## config.mk

```make
export PLATFORM = sky130hd
export DESIGN_NAME = time_of_day_counter
export DESIGN_NICKNAME = d
export VERILOG_FILES = /design/src/tod_pkg.sv /design/src/time_of_day_counter.sv
export SDC_FILE = /design/constraint.sdc
export NUM_CORES = 1
export LEC_CHECK = 0
export BUFFER_PORTS_ARGS = -buffer_cell sky130_fd_sc_hd__buf_4
export CELL_PAD_IN_SITES_DETAIL_PLACEMENT = 1
export CELL_PAD_IN_SITES_GLOBAL_PLACEMENT = 2
export CORE_MARGIN = 3
export CORE_UTILIZATION = 45
export CTS_BUF_LIST = sky130_fd_sc_hd__clkbuf_8
export DETAILED_ROUTE_END_ITERATION = 10
export PLACE_DENSITY_LB_ADDON = 0.1
export SLEW_MARGIN = 20
export SYNTH_ARGS = -nofsm -noshare
export SYNTH_HDL_FRONTEND = slang
export SYNTH_SLANG_ARGS = --single-unit
```

## constraint.sdc

```tcl
create_clock -name i_clk -period 8.6 [get_ports i_clk]
set_clock_uncertainty 0.2 [all_clocks]
set_input_delay 0 -clock i_clk [delete_from_list [all_inputs] [get_ports i_clk]]
set_output_delay 0 -clock i_clk [all_outputs]
set_load 0.01 [all_outputs]
```

## src/tod_pkg.sv

```systemverilog
// Shared types and constants for the time-of-day counter.
// Holds the op codes, the compare codes, the beat struct and the calendar constants.
// Depends on nothing.
`timescale 1ns / 1ps
`default_nettype none

package tod_pkg;

    // Calendar constants.
    localparam int unsigned SEC_PER_MIN  = 60;
    localparam int unsigned MIN_PER_HOUR = 60;
    localparam int unsigned HOUR_PER_DAY = 24;
    localparam int unsigned MAX_SECOND   = 59;
    localparam int unsigned MAX_MINUTE   = 59;
    localparam int unsigned MAX_HOUR     = 23;
    localparam int unsigned SEC_PER_HOUR = SEC_PER_MIN * MIN_PER_HOUR;
    localparam int unsigned SEC_PER_DAY  = SEC_PER_HOUR * HOUR_PER_DAY;

    // Reciprocals for the split of seconds of the day. Both round down, so
    // the quotient estimate is exact or one low and one correction fixes it.
    localparam int unsigned HOUR_RECIP_SHIFT = 24;
    localparam int unsigned HOUR_RECIP       = (1 << HOUR_RECIP_SHIFT) / SEC_PER_HOUR;
    localparam int unsigned MIN_RECIP_SHIFT  = 16;
    localparam int unsigned MIN_RECIP        = (1 << MIN_RECIP_SHIFT) / SEC_PER_MIN;

    // Operation codes.
    typedef enum logic [2:0] {
        OP_TICK_FWD = 3'd0,
        OP_TICK_BACK = 3'd1,
        OP_ADD_OFFSET = 3'd2,
        OP_SET_TIME = 3'd3,
        OP_COMPARE = 3'd4
    } t_op;

    // Compare result codes.
    typedef enum logic [1:0] {
        ORD_EARLIER = 2'd0,
        ORD_EQUAL = 2'd1,
        ORD_LATER = 2'd2
    } t_order;

    // Fields of an input beat that travel down the pipeline unchanged.
    typedef struct packed {
        t_op        op;
        logic [4:0] arg_hour;
        logic [5:0] arg_minute;
        logic [5:0] arg_second;
    } t_item;

endpackage

`default_nettype wire

```

## src/time_of_day_counter.sv

```systemverilog
// Time-of-day counter: hour, minute and second register with tick, offset,
// set and compare operations, in a seven-stage pipeline.
// Depends on tod_pkg.
//
// Channel  Direction  Handshake                    Payload
// in       input      i_in_valid / o_in_ready      i_op, i_offset_seconds, i_arg_hour,
//                                                  i_arg_minute, i_arg_second
// out      output     o_out_valid / i_out_ready    o_cur_hour, o_cur_minute, o_cur_second,
//                                                  o_order, o_invalid
//
// One beat is accepted per cycle while o_in_ready is high; a result is offered
// once its beat has passed through seven registers (input register, modulo
// stage, two split stages per unit, state update into the output register).
// The offset is reduced modulo one day and split into hour, minute and second
// ahead of the state, so the state update is a short mixed-radix add.
// Each stage holds while the stage below it is full and stalled; empty stages
// keep accepting, so input stays ready while a result waits if any stage is empty.
// Synchronous active-low reset clears the time to midnight and empties all stages.
`timescale 1ns / 1ps
`default_nettype none

module time_of_day_counter (
    input  wire logic               i_clk,
    input  wire logic               i_rst_n,
    input  wire logic               i_in_valid,
    output logic                    o_in_ready,
    input  wire logic [2:0]         i_op,
    input  wire logic signed [17:0] i_offset_seconds,
    input  wire logic [4:0]         i_arg_hour,
    input  wire logic [5:0]         i_arg_minute,
    input  wire logic [5:0]         i_arg_second,
    output logic                    o_out_valid,
    input  wire logic               i_out_ready,
    output logic [4:0]              o_cur_hour,
    output logic [5:0]              o_cur_minute,
    output logic [5:0]              o_cur_second,
    output logic [1:0]              o_order,
    output logic                    o_invalid
);

    localparam int unsigned NUM_STG = 7;

    // Stage valid bits and per-stage readiness.
    logic [NUM_STG-1:0] r_vld;
    logic [NUM_STG-1:0] n_vld;
    logic [NUM_STG-1:0] stg_rdy;

    // Stage payload registers.
    tod_pkg::t_item     r_s0_item, r_s1_item, r_s2_item, r_s3_item, r_s4_item, r_s5_item;
    logic signed [17:0] r_s0_off;
    logic [16:0]        r_s1_x, r_s2_x, n_s1_x;
    logic [4:0]         r_s2_qh, n_s2_qh;
    logic [4:0]         r_s3_dh, r_s4_dh, r_s5_dh, n_s3_dh;
    logic [11:0]        r_s3_rh, r_s4_rh, n_s3_rh;
    logic [5:0]         r_s4_qm, n_s4_qm;
    logic [5:0]         r_s5_dm, r_s5_ds, n_s5_dm, n_s5_ds;

    // Time state and output register.
    logic [4:0]         r_hours, n_hours;
    logic [5:0]         r_minutes, n_minutes;
    logic [5:0]         r_seconds, n_seconds;
    tod_pkg::t_order    r_out_order, n_out_order;
    logic               r_out_invalid, n_out_invalid;

    // Ready ripples up from the output: a stage takes a beat when it is empty
    // or its own beat moves on.
    always_comb begin
        stg_rdy[NUM_STG-1] = !r_vld[NUM_STG-1] || i_out_ready;
        for (int k = NUM_STG - 2; k >= 0; k--) begin
            stg_rdy[k] = !r_vld[k] || stg_rdy[k+1];
        end
        n_vld[0] = stg_rdy[0] ? i_in_valid : r_vld[0];
        for (int k = 1; k < NUM_STG; k++) begin
            n_vld[k] = stg_rdy[k] ? r_vld[k-1] : r_vld[k];
        end
    end

    assign o_in_ready = stg_rdy[0];

    always_ff @(posedge i_clk) begin
        if (!i_rst_n) begin
            r_vld <= '0;
        end else begin
            r_vld <= n_vld;
        end
    end

    // Stage 1: reduce the signed offset into 0 .. one day minus one second.
    logic signed [18:0] off_w, off_p1, off_p2, off_m1, day_s;
    always_comb begin
        day_s  = $signed({2'b00, 17'(tod_pkg::SEC_PER_DAY)});
        off_w  = {r_s0_off[17], r_s0_off};
        off_p1 = off_w + day_s;
        off_p2 = off_p1 + day_s;
        off_m1 = off_w - day_s;
        if (off_w < 0) begin
            n_s1_x = (off_p1 < 0) ? off_p2[16:0] : off_p1[16:0];
        end else if (off_w >= day_s) begin
            n_s1_x = off_m1[16:0];
        end else begin
            n_s1_x = off_w[16:0];
        end
    end

    // Stage 2: hour estimate by reciprocal multiplication.
    logic [29:0] prod_h;
    always_comb begin
        prod_h  = 30'(r_s1_x) * 30'(tod_pkg::HOUR_RECIP);
        n_s2_qh = prod_h[tod_pkg::HOUR_RECIP_SHIFT +: 5];
    end

    // Stage 3: hour remainder and correction of the estimate.
    logic [16:0] rh_w;
    always_comb begin
        rh_w = r_s2_x - 17'(r_s2_qh) * 17'(tod_pkg::SEC_PER_HOUR);
        if (rh_w >= 17'(tod_pkg::SEC_PER_HOUR)) begin
            n_s3_dh = r_s2_qh + 5'd1;
            n_s3_rh = 12'(rh_w - 17'(tod_pkg::SEC_PER_HOUR));
        end else begin
            n_s3_dh = r_s2_qh;
            n_s3_rh = rh_w[11:0];
        end
    end

    // Stage 4: minute estimate by reciprocal multiplication.
    logic [22:0] prod_m;
    always_comb begin
        prod_m  = 23'(r_s3_rh) * 23'(tod_pkg::MIN_RECIP);
        n_s4_qm = prod_m[tod_pkg::MIN_RECIP_SHIFT +: 6];
    end

    // Stage 5: minute remainder and correction of the estimate.
    logic [11:0] rm_w;
    always_comb begin
        rm_w = r_s4_rh - 12'(r_s4_qm) * 12'(tod_pkg::SEC_PER_MIN);
        if (rm_w >= 12'(tod_pkg::SEC_PER_MIN)) begin
            n_s5_dm = r_s4_qm + 6'd1;
            n_s5_ds = 6'(rm_w - 12'(tod_pkg::SEC_PER_MIN));
        end else begin
            n_s5_dm = r_s4_qm;
            n_s5_ds = rm_w[5:0];
        end
    end

    // Stage 6: apply the operation to the time and compare with the arguments.
    // A tick back is an add of one day minus one second.
    logic       upd;
    logic       set_ok;
    logic [4:0] d_h;
    logic [5:0] d_m, d_s;
    logic [6:0] s_sum, m_sum;
    logic [5:0] h_sum;
    logic       c_s, c_m;
    logic [5:0] add_s, add_m;
    logic [4:0] add_h;
    always_comb begin
        upd    = stg_rdy[6] && r_vld[5];
        set_ok = (r_s5_item.arg_hour <= 5'(tod_pkg::MAX_HOUR))
              && (r_s5_item.arg_minute <= 6'(tod_pkg::MAX_MINUTE))
              && (r_s5_item.arg_second <= 6'(tod_pkg::MAX_SECOND));
        case (r_s5_item.op)
            tod_pkg::OP_TICK_FWD: begin
                d_h = '0;
                d_m = '0;
                d_s = 6'd1;
            end
            tod_pkg::OP_TICK_BACK: begin
                d_h = 5'(tod_pkg::MAX_HOUR);
                d_m = 6'(tod_pkg::MAX_MINUTE);
                d_s = 6'(tod_pkg::MAX_SECOND);
            end
            tod_pkg::OP_ADD_OFFSET: begin
                d_h = r_s5_dh;
                d_m = r_s5_dm;
                d_s = r_s5_ds;
            end
            default: begin
                d_h = '0;
                d_m = '0;
                d_s = '0;
            end
        endcase

        s_sum = {1'b0, r_seconds} + {1'b0, d_s};
        c_s   = s_sum >= 7'(tod_pkg::SEC_PER_MIN);
        add_s = c_s ? 6'(s_sum - 7'(tod_pkg::SEC_PER_MIN)) : s_sum[5:0];
        m_sum = {1'b0, r_minutes} + {1'b0, d_m} + {6'd0, c_s};
        c_m   = m_sum >= 7'(tod_pkg::MIN_PER_HOUR);
        add_m = c_m ? 6'(m_sum - 7'(tod_pkg::MIN_PER_HOUR)) : m_sum[5:0];
        h_sum = {1'b0, r_hours} + {1'b0, d_h} + {5'd0, c_m};
        add_h = (h_sum >= 6'(tod_pkg::HOUR_PER_DAY))
              ? 5'(h_sum - 6'(tod_pkg::HOUR_PER_DAY)) : h_sum[4:0];

        n_out_invalid = 1'b0;
        if (r_s5_item.op == tod_pkg::OP_SET_TIME) begin
            if (set_ok) begin
                n_hours   = r_s5_item.arg_hour;
                n_minutes = r_s5_item.arg_minute;
                n_seconds = r_s5_item.arg_second;
            end else begin
                n_hours       = r_hours;
                n_minutes     = r_minutes;
                n_seconds     = r_seconds;
                n_out_invalid = 1'b1;
            end
        end else begin
            n_hours   = add_h;
            n_minutes = add_m;
            n_seconds = add_s;
        end

        // Hour, minute and second concatenate into one lexicographic key.
        if ({n_hours, n_minutes, n_seconds}
                > {r_s5_item.arg_hour, r_s5_item.arg_minute, r_s5_item.arg_second}) begin
            n_out_order = tod_pkg::ORD_LATER;
        end else if ({n_hours, n_minutes, n_seconds}
                == {r_s5_item.arg_hour, r_s5_item.arg_minute, r_s5_item.arg_second}) begin
            n_out_order = tod_pkg::ORD_EQUAL;
        end else begin
            n_out_order = tod_pkg::ORD_EARLIER;
        end
    end

    // Time state, cleared by reset and updated once per beat.
    always_ff @(posedge i_clk) begin
        if (!i_rst_n) begin
            r_hours   <= '0;
            r_minutes <= '0;
            r_seconds <= '0;
        end else if (upd) begin
            r_hours   <= n_hours;
            r_minutes <= n_minutes;
            r_seconds <= n_seconds;
        end
    end

    // Payload registers, each loaded when its stage takes a beat.
    always_ff @(posedge i_clk) begin
        if (stg_rdy[0]) begin
            r_s0_item <= '{op: tod_pkg::t_op'(i_op), arg_hour: i_arg_hour,
                           arg_minute: i_arg_minute, arg_second: i_arg_second};
            r_s0_off  <= i_offset_seconds;
        end
        if (stg_rdy[1]) begin
            r_s1_item <= r_s0_item;
            r_s1_x    <= n_s1_x;
        end
        if (stg_rdy[2]) begin
            r_s2_item <= r_s1_item;
            r_s2_x    <= r_s1_x;
            r_s2_qh   <= n_s2_qh;
        end
        if (stg_rdy[3]) begin
            r_s3_item <= r_s2_item;
            r_s3_dh   <= n_s3_dh;
            r_s3_rh   <= n_s3_rh;
        end
        if (stg_rdy[4]) begin
            r_s4_item <= r_s3_item;
            r_s4_dh   <= r_s3_dh;
            r_s4_rh   <= r_s3_rh;
            r_s4_qm   <= n_s4_qm;
        end
        if (stg_rdy[5]) begin
            r_s5_item <= r_s4_item;
            r_s5_dh   <= r_s4_dh;
            r_s5_dm   <= n_s5_dm;
            r_s5_ds   <= n_s5_ds;
        end
        if (upd) begin
            r_out_order   <= n_out_order;
            r_out_invalid <= n_out_invalid;
        end
    end

    // The output register shows the time held after the last beat.
    assign o_out_valid  = r_vld[NUM_STG-1];
    assign o_cur_hour   = r_hours;
    assign o_cur_minute = r_minutes;
    assign o_cur_second = r_seconds;
    assign o_order      = r_out_order;
    assign o_invalid    = r_out_invalid;

    // The time never leaves the legal range of a day.
    a_time_legal: assert property (@(posedge i_clk) disable iff (!i_rst_n)
        (r_hours <= 5'(tod_pkg::MAX_HOUR)) && (r_minutes <= 6'(tod_pkg::MAX_MINUTE))
        && (r_seconds <= 6'(tod_pkg::MAX_SECOND)))
        else $error("time state out of range");

    // Only a set raises the invalid flag.
    a_invalid_only_set: assert property (@(posedge i_clk) disable iff (!i_rst_n)
        upd && (r_s5_item.op != tod_pkg::OP_SET_TIME) |=> !o_invalid)
        else $error("invalid raised by an operation other than set");

    // A legal set lands in the time and compares equal.
    a_set_loads: assert property (@(posedge i_clk) disable iff (!i_rst_n)
        upd && (r_s5_item.op == tod_pkg::OP_SET_TIME) && set_ok
        |=> (o_cur_hour == $past(r_s5_item.arg_hour))
            && (o_cur_minute == $past(r_s5_item.arg_minute))
            && (o_cur_second == $past(r_s5_item.arg_second))
            && (o_order == tod_pkg::ORD_EQUAL))
        else $error("legal set did not load the time");

    // With every stage full, input readiness follows the output side.
    a_full_ready: assert property (@(posedge i_clk) disable iff (!i_rst_n)
        (&r_vld) |-> (o_in_ready == i_out_ready))
        else $error("input ready inconsistent with a full pipeline");

endmodule

`default_nettype wire
```

==> out/results.md, run 1 <==
• status: completed
• number of top-level pins: 64
• CTS Buf Count: 45
• sequential fraction of the synthesis area: 46.0%
• antenna violation net count after detailed routing: 0
• total number of yosys warnings: 0
• layout-stage area growth over the synthesis result: 16.6%
• post-detailed-route DRC marker count: 0
• H-tree levels: 2
• worst skew pair latency: 0.58 ns
• top-area cell type share of the netlist area: 43.1%
• r2r worst-path depth: 36
• quantity of I/O buffers inserted on ports: 63
• average instance area after synthesis: 12.2 sq um
• drt total wl: 38,100 um
• beginning of the worst register-to-register path: r_s5_item[17]$_DFFE_PP_
• Max Cap Violations: 0
• number of distinct library cells after synthesis: 81
• hold path depth: 5
• pin count of the biggest net entering global routing: 44
• most frequent standard cell in the layout excluding fill and tap cells: ha_1
• post-synthesis net count: 1,700
• Die X: 198 um
• cell at the root of the clock tree: clkbuf_8
• worst endpoint data arrival time: 8.13 ns
• Die Height: 198 um
• min Tclk post-route: 8.02 ns
• CTS clk-pin slew, worst paths: 0.06 ns
• count of endpoints failing hold in the final timing report: 0
• Placed Instance Area: 17,500 sq um
• Critical-path top delay cell: fa_1
• Pre-Repair DR Iteration Count: 5
• Relative slew margins: 33.7%
• type of element launching the critical path: flop
• final-report setup violation count: 0
• Die ar.: 39,000 sq um
• Vias: 10,900
• initial antenna violation count: 0
• count of mapped cells out of synthesis: 1,357
• Fmax: 125 MHz
• launch instance of the worst min-delay path: i_out_ready
• average vias per placed instance: 5.38
• fraction of final layout cells sized beyond drive strength 1: 10.4%
• hpwl dp: 27,600 um
• Final Instance Area: 19,200 sq um
• area inside the core boundary: 35,800 sq um
• Tcrit/Tclk final: 93.2%
• initial detailed-routing violation count: 425
• Core Rows: 69
• R2R setup slack: 0.58 ns
• Max Buffers Root-to-Sink: 3
• transition time at the pin with the least slew margin: 0.991 ns
• number of nets in the layout: 1,874
• aggregate global routing overflow: 0
• CP Class: reg -> reg
• top flip-flop cell by instance count after synthesis: edfxtp_1
• cell taking the most area after synthesis: edfxtp_1
• worst hold-check path type: in -> reg
• last weighted congestion value of the routability-driven placer: 0.809
• post-synthesis instance area: 16,500 sq um
• maximum fanout along the worst path: 16
• global routing usage summed across all routing layers: 20.1%
• Final Max Slew Viols: 0
• Seq cells post-synth: 261
• effective utilization at floorplan: 46.1%
• EDFF count, synth: 237
• max incr delay on CP: 0.45 ns
• endpoint class of the critical path: flop
• cell types occupying the most area after synthesis: edfxtp_1 43%, ha_1 19%, fa_1 6.8%, inv_1 3.1%, dfxtp_1 2.9%
• required time at the worst-slack endpoint: 8.71 ns
• endpoint with the worst hold slack: r_vld[5]$_SDFFE_PN0P_
• post-synthesis async set-or-reset flop share: 0%
• worst r2r dst: o_order[1]$_SDFFCE_PN1P_
• Num Clock Sinks: 261
• Diodes inserted: 0
• vias in the first global route: 11,900
• wire length of the first global-routing pass: 62,500 um
• average detailed-routed wire length per instance: 18.8 um
• most used cells in the layout excluding fill and tap cells: 244 x ha_1, 237 x edfxtp_1, 148 x inv_1
• TritonCTS clock tree: yes
[per-stage QoR]
step                setup WS (ns)  hold slack (ns)  setup TNS (ns)  utilization [%]  cells
floorplan                    1.43           -0.101               0                -   1357
global placement            0.806          -0.0221               0             48.9   1861
detailed placement          0.513          -0.0205               0             48.9   1861
CTS                         0.414            0.126               0             53.6   2025
global route             -0.00664            0.172        -0.00664             53.7   2028
finish                      0.584            0.159               0             53.7   2028
[worst max path at each step]
stage                            start                       end  slack [ns]  depth (start not counted)
2_1_floorplan  r_s5_item[17]$_DFFE_PP_  o_order[1]$_SDFFCE_PN1P_        1.43                         33
3_3_place_gp   r_s5_item[18]$_DFFE_PP_  o_order[1]$_SDFFCE_PN1P_        0.81                         32
3_5_place_dp   r_s5_item[18]$_DFFE_PP_  o_order[1]$_SDFFCE_PN1P_        0.51                         32
4_1_cts        r_s5_item[18]$_DFFE_PP_  o_order[1]$_SDFFCE_PN1P_        0.41                         34
5_1_grt        r_s5_item[17]$_DFFE_PP_  o_order[1]$_SDFFCE_PN1P_      -0.007                         36
6_report       r_s5_item[17]$_DFFE_PP_  o_order[1]$_SDFFCE_PN1P_        0.58                         36
[what timing repair did]
item	in CTS	in global routing
setup endpoints to repair	0	2
endpoints found under the hold margin	62	0
gates resized for setup	0	6
buffers inserted	0	3
hold buffers	81	0
[logic make-up after synthesis]
kind of cell | after synthesis | synth area share, %
buffers and inverters | 165 | 3.82
AND/OR/NAND/NOR | 257 | 7.73
multiplexers | 24 | 1.48
adder cells (fa/ha/maj) | 301 | 25.4
flip-flops | 261 | 46.0
XOR/XNOR | 80 | 4.42
AO/OA/AOI/OAI | 269 | 11.2
[layout make-up]
class | count | area [sq um]
Clock buffer | 45 | 619
Clock inverter | 38 | 262
Fill cell | 3709 | 16600
Inverter | 137 | 514
Multi-Input combinational cell | 931 | 8310
Sequential cell | 261 | 7600
Tap cell | 461 | 577
Timing Repair Buffer | 155 | 1370
[flip-flops by register name (all words and copies together) (netlist names), 17 cells and up]
| register | count |
|---|---|
| r_s5_item | 20 |
| r_s2_x | 17 |
| r_s4_item | 20 |
| r_s1_x | 17 |
| r_s3_item | 20 |
| r_s1_item | 20 |
| r_s2_item | 20 |
| r_s0_off | 18 |
| r_s0_item | 20 |
[Yosys cell counts, types with 4 or more instances]
cell type	n
ha_1	245
edfxtp_1	237
inv_1	137
a21oi_1	74
nand2_1	69
fa_1	56
nor2_1	55
xnor2_1	54
o21ai_0	48
nand3_1	25
dfxtp_1	24
clkbuf_1	23
xor2_1	23
a21o_1	21
mux2i_1	21
nor3_1	20
nor2b_1	18
o21a_1	17
nand2b_1	14
a21boi_0	12
and3_1	11
a211oi_1	9
nand4_1	9
a31oi_1	8
and2_1	8
o211ai_1	7
o31ai_1	7
or3_1	6
o2111ai_1	5
nor3b_1	4
o31a_1	4
or2_2	4
[per-layer routing]
| layer | part of all wire, % | global-route usage (%) | vias up |
|---|---|---|---|
| met5 | 0 | 0 | - |
| met4 | 2.5 | 5.66 | 0 |
| met3 | 2.6 | 2.78 | 60 |
| met2 | 52 | 36.7 | 149 |
| met1 | 43 | 24.9 | 5394 |
| li1 | - | - | 5309 |
[worst max-delay path: cells and delay by family (launching register included)]
family,cells,cell delay [ns]
AO/OA/AOI/OAI,13,2.51
XOR/XNOR,2,0.38
adder cells (fa/ha/maj),7,2.32
buffers and inverters,3,0.38
flip-flops,1,0.43
AND/OR/NAND/NOR,11,1.53
Power of run 1 is not shown: default switching activity piles up to over one toggle a cycle in this logic, so the estimate is an artifact.
==> run 2, diff against run 1 <==
- clock period: 8.6 -> 8.4 ns (I/O delays scaled with it)
==> run 2 against run 1 <==
Compared with the run above:
- worst setup slack improved by 0.00079 ns
- final cell count barely moved
- fmax rose by 2.6%
- first-iteration DRC count fell by 2.6%
- die area did not move
- core utilization rose by 0.15 points
- critical endpoint unchanged
==> out/results.md, run 2 (synthesis gave the netlist of run 1 again) <==
• Pre-Repair DR Iteration Count: 4
• status: completed
• average vias per placed instance: 5.40
• Fmax: 128 MHz
• aggregate global routing overflow: 0
• Final Max Slew Viols: 0
• CP Class: reg -> reg
• TritonCTS clock tree: yes
• area inside the core boundary: 35,800 sq um
• Vias: 10,900
• drt total wl: 38,000 um
• worst skew pair latency: 0.58 ns
• Die X: 198 um
• number of nets in the layout: 1,877
• Critical-path top delay cell: edfxtp_1
• beginning of the worst register-to-register path: r_s5_item[17]$_DFFE_PP_
• cell repeated most along the worst path: fa_1
• last weighted congestion value of the routability-driven placer: 0.808
• antenna violation net count after detailed routing: 0
• Relative slew margins: 35.1%
• final-report setup violation count: 0
• fraction of final layout cells sized beyond drive strength 1: 10.7%
• quantity of I/O buffers inserted on ports: 63
• layout-stage area growth over the synthesis result: 16.9%
• Max Cap Violations: 0
• count of endpoints failing hold in the final timing report: 0
• worst endpoint data arrival time: 7.94 ns
• type of element launching the critical path: flop
• global routing usage summed across all routing layers: 20.1%
• most frequent standard cell in the layout excluding fill and tap cells: ha_1
• most used cells in the layout excluding fill and tap cells: 245 x ha_1, 237 x edfxtp_1, 152 x inv_1
• effective utilization at floorplan: 46.1%
• Core Rows: 69
• Die ar.: 39,000 sq um
• post-detailed-route DRC marker count: 0
• sum of negative setup slack: 0 ns
• CTS Buf Count: 46
• initial detailed-routing violation count: 414
• average detailed-routed wire length per instance: 18.7 um
• Die Height: 198 um
• transition time at the pin with the least slew margin: 0.970 ns
• maximum fanout along the worst path: 4
• max incr delay on CP: 0.47 ns
• pin count of the biggest net entering global routing: 44
• number of top-level pins: 64
• initial antenna violation count: 0
• setup repair after global routing missed its margin: false
• launch instance of the worst min-delay path: i_out_ready
• wire length of the first global-routing pass: 63,000 um
• CTS clk-pin slew, worst paths: 0.07 ns
• hpwl dp: 27,600 um
• Max Buffers Root-to-Sink: 3
• Critical Path Start: r_s5_item[17]$_DFFE_PP_
• cell at the root of the clock tree: clkbuf_8
• Num Clock Sinks: 261
• endpoint class of the critical path: flop
• Tcrit/Tclk final: 93.0%
• H-tree levels: 2
• required time at the worst-slack endpoint: 8.52 ns
• Diodes inserted: 0
• vias in the first global route: 12,100
• worst hold-check path type: in -> reg
• min Tclk post-route: 7.82 ns
run 2: cell types whose count changed in the layout (fill, tap and decap cells not counted), moves of 2 or more:
cell | previous run | this run
clkbuf_8 | 45 | 50
clkinv_1 | 15 | 7
clkinv_2 | 3 | 5
clkinv_4 | 3 | 0
inv_1 | 148 | 152
run 2: worst max-delay path: cells and delay by family, from the launching register on:
kind,cells,cell delay (ns)
AO/OA/AOI/OAI,9,1.60
XOR/XNOR,3,0.80
adder cells (fa/ha/maj),9,3.18
buffers and inverters,2,0.16
flip-flops,1,0.47
AND/OR/NAND/NOR,8,1.20
run 2: path summary, 6_finish.rpt:
path,to,slack [ns],depth (start not counted)
setup / recovery,o_order[1]$_SDFFCE_PN1P_,0.58,31
hold / removal,r_vld[5]$_SDFFE_PN0P_,0.19,5
setup reg to reg,o_order[1]$_SDFFCE_PN1P_,0.58,31
hold reg to reg,r_s4_item[15]$_DFFE_PP_,0.21,0
run 2: cell type report:
| class | count | area, sq um |
|---|---|---|
| fill | 3670 | 16500 |
| multi-input combinational | 931 | 8320 |
| sequential | 261 | 7600 |
| timing repair buffer | 157 | 1380 |
| clock buffer | 50 | 688 |
| tap | 461 | 577 |
| inverter | 137 | 514 |
| clock inverter | 32 | 225 |
run 2: routing by layer:
layer / vias to the layer above / track usage [%] / routed length (um)
met1: 5429 / 24.7 / 16600
met3: 52 / 2.69 / 942
met5: - / 0 / 0
met4: 0 / 4.82 / 699
li1: 5326 / - / -
met2: 141 / 37.4 / 19800
run 2: repair_timing:
item / CTS / global route
hold endpoints to repair: 62 / 0
hold buffers: 82 / 0
setup buffers: 0 / 4
resized for setup: 0 / 7
setup endpoints to repair: 0 / 2
run 2: stage by stage:
step	util [%]	hold WS (ns)	instances	cell area [sq um]	setup WS, ns
2_1_floorplan	-	-0.101	1357	16500	1.23
3_3_place_gp	48.9	-0.0221	1861	17500	0.603
3_5_place_dp	48.9	-0.0204	1861	17500	0.333
6_report	53.9	0.193	2029	19300	0.584
5_1_grt	53.9	0.200	2029	19300	0.000859
4_1_cts	53.7	0.170	2025	19200	0.286
Power of run 2 is left out for the same reason.
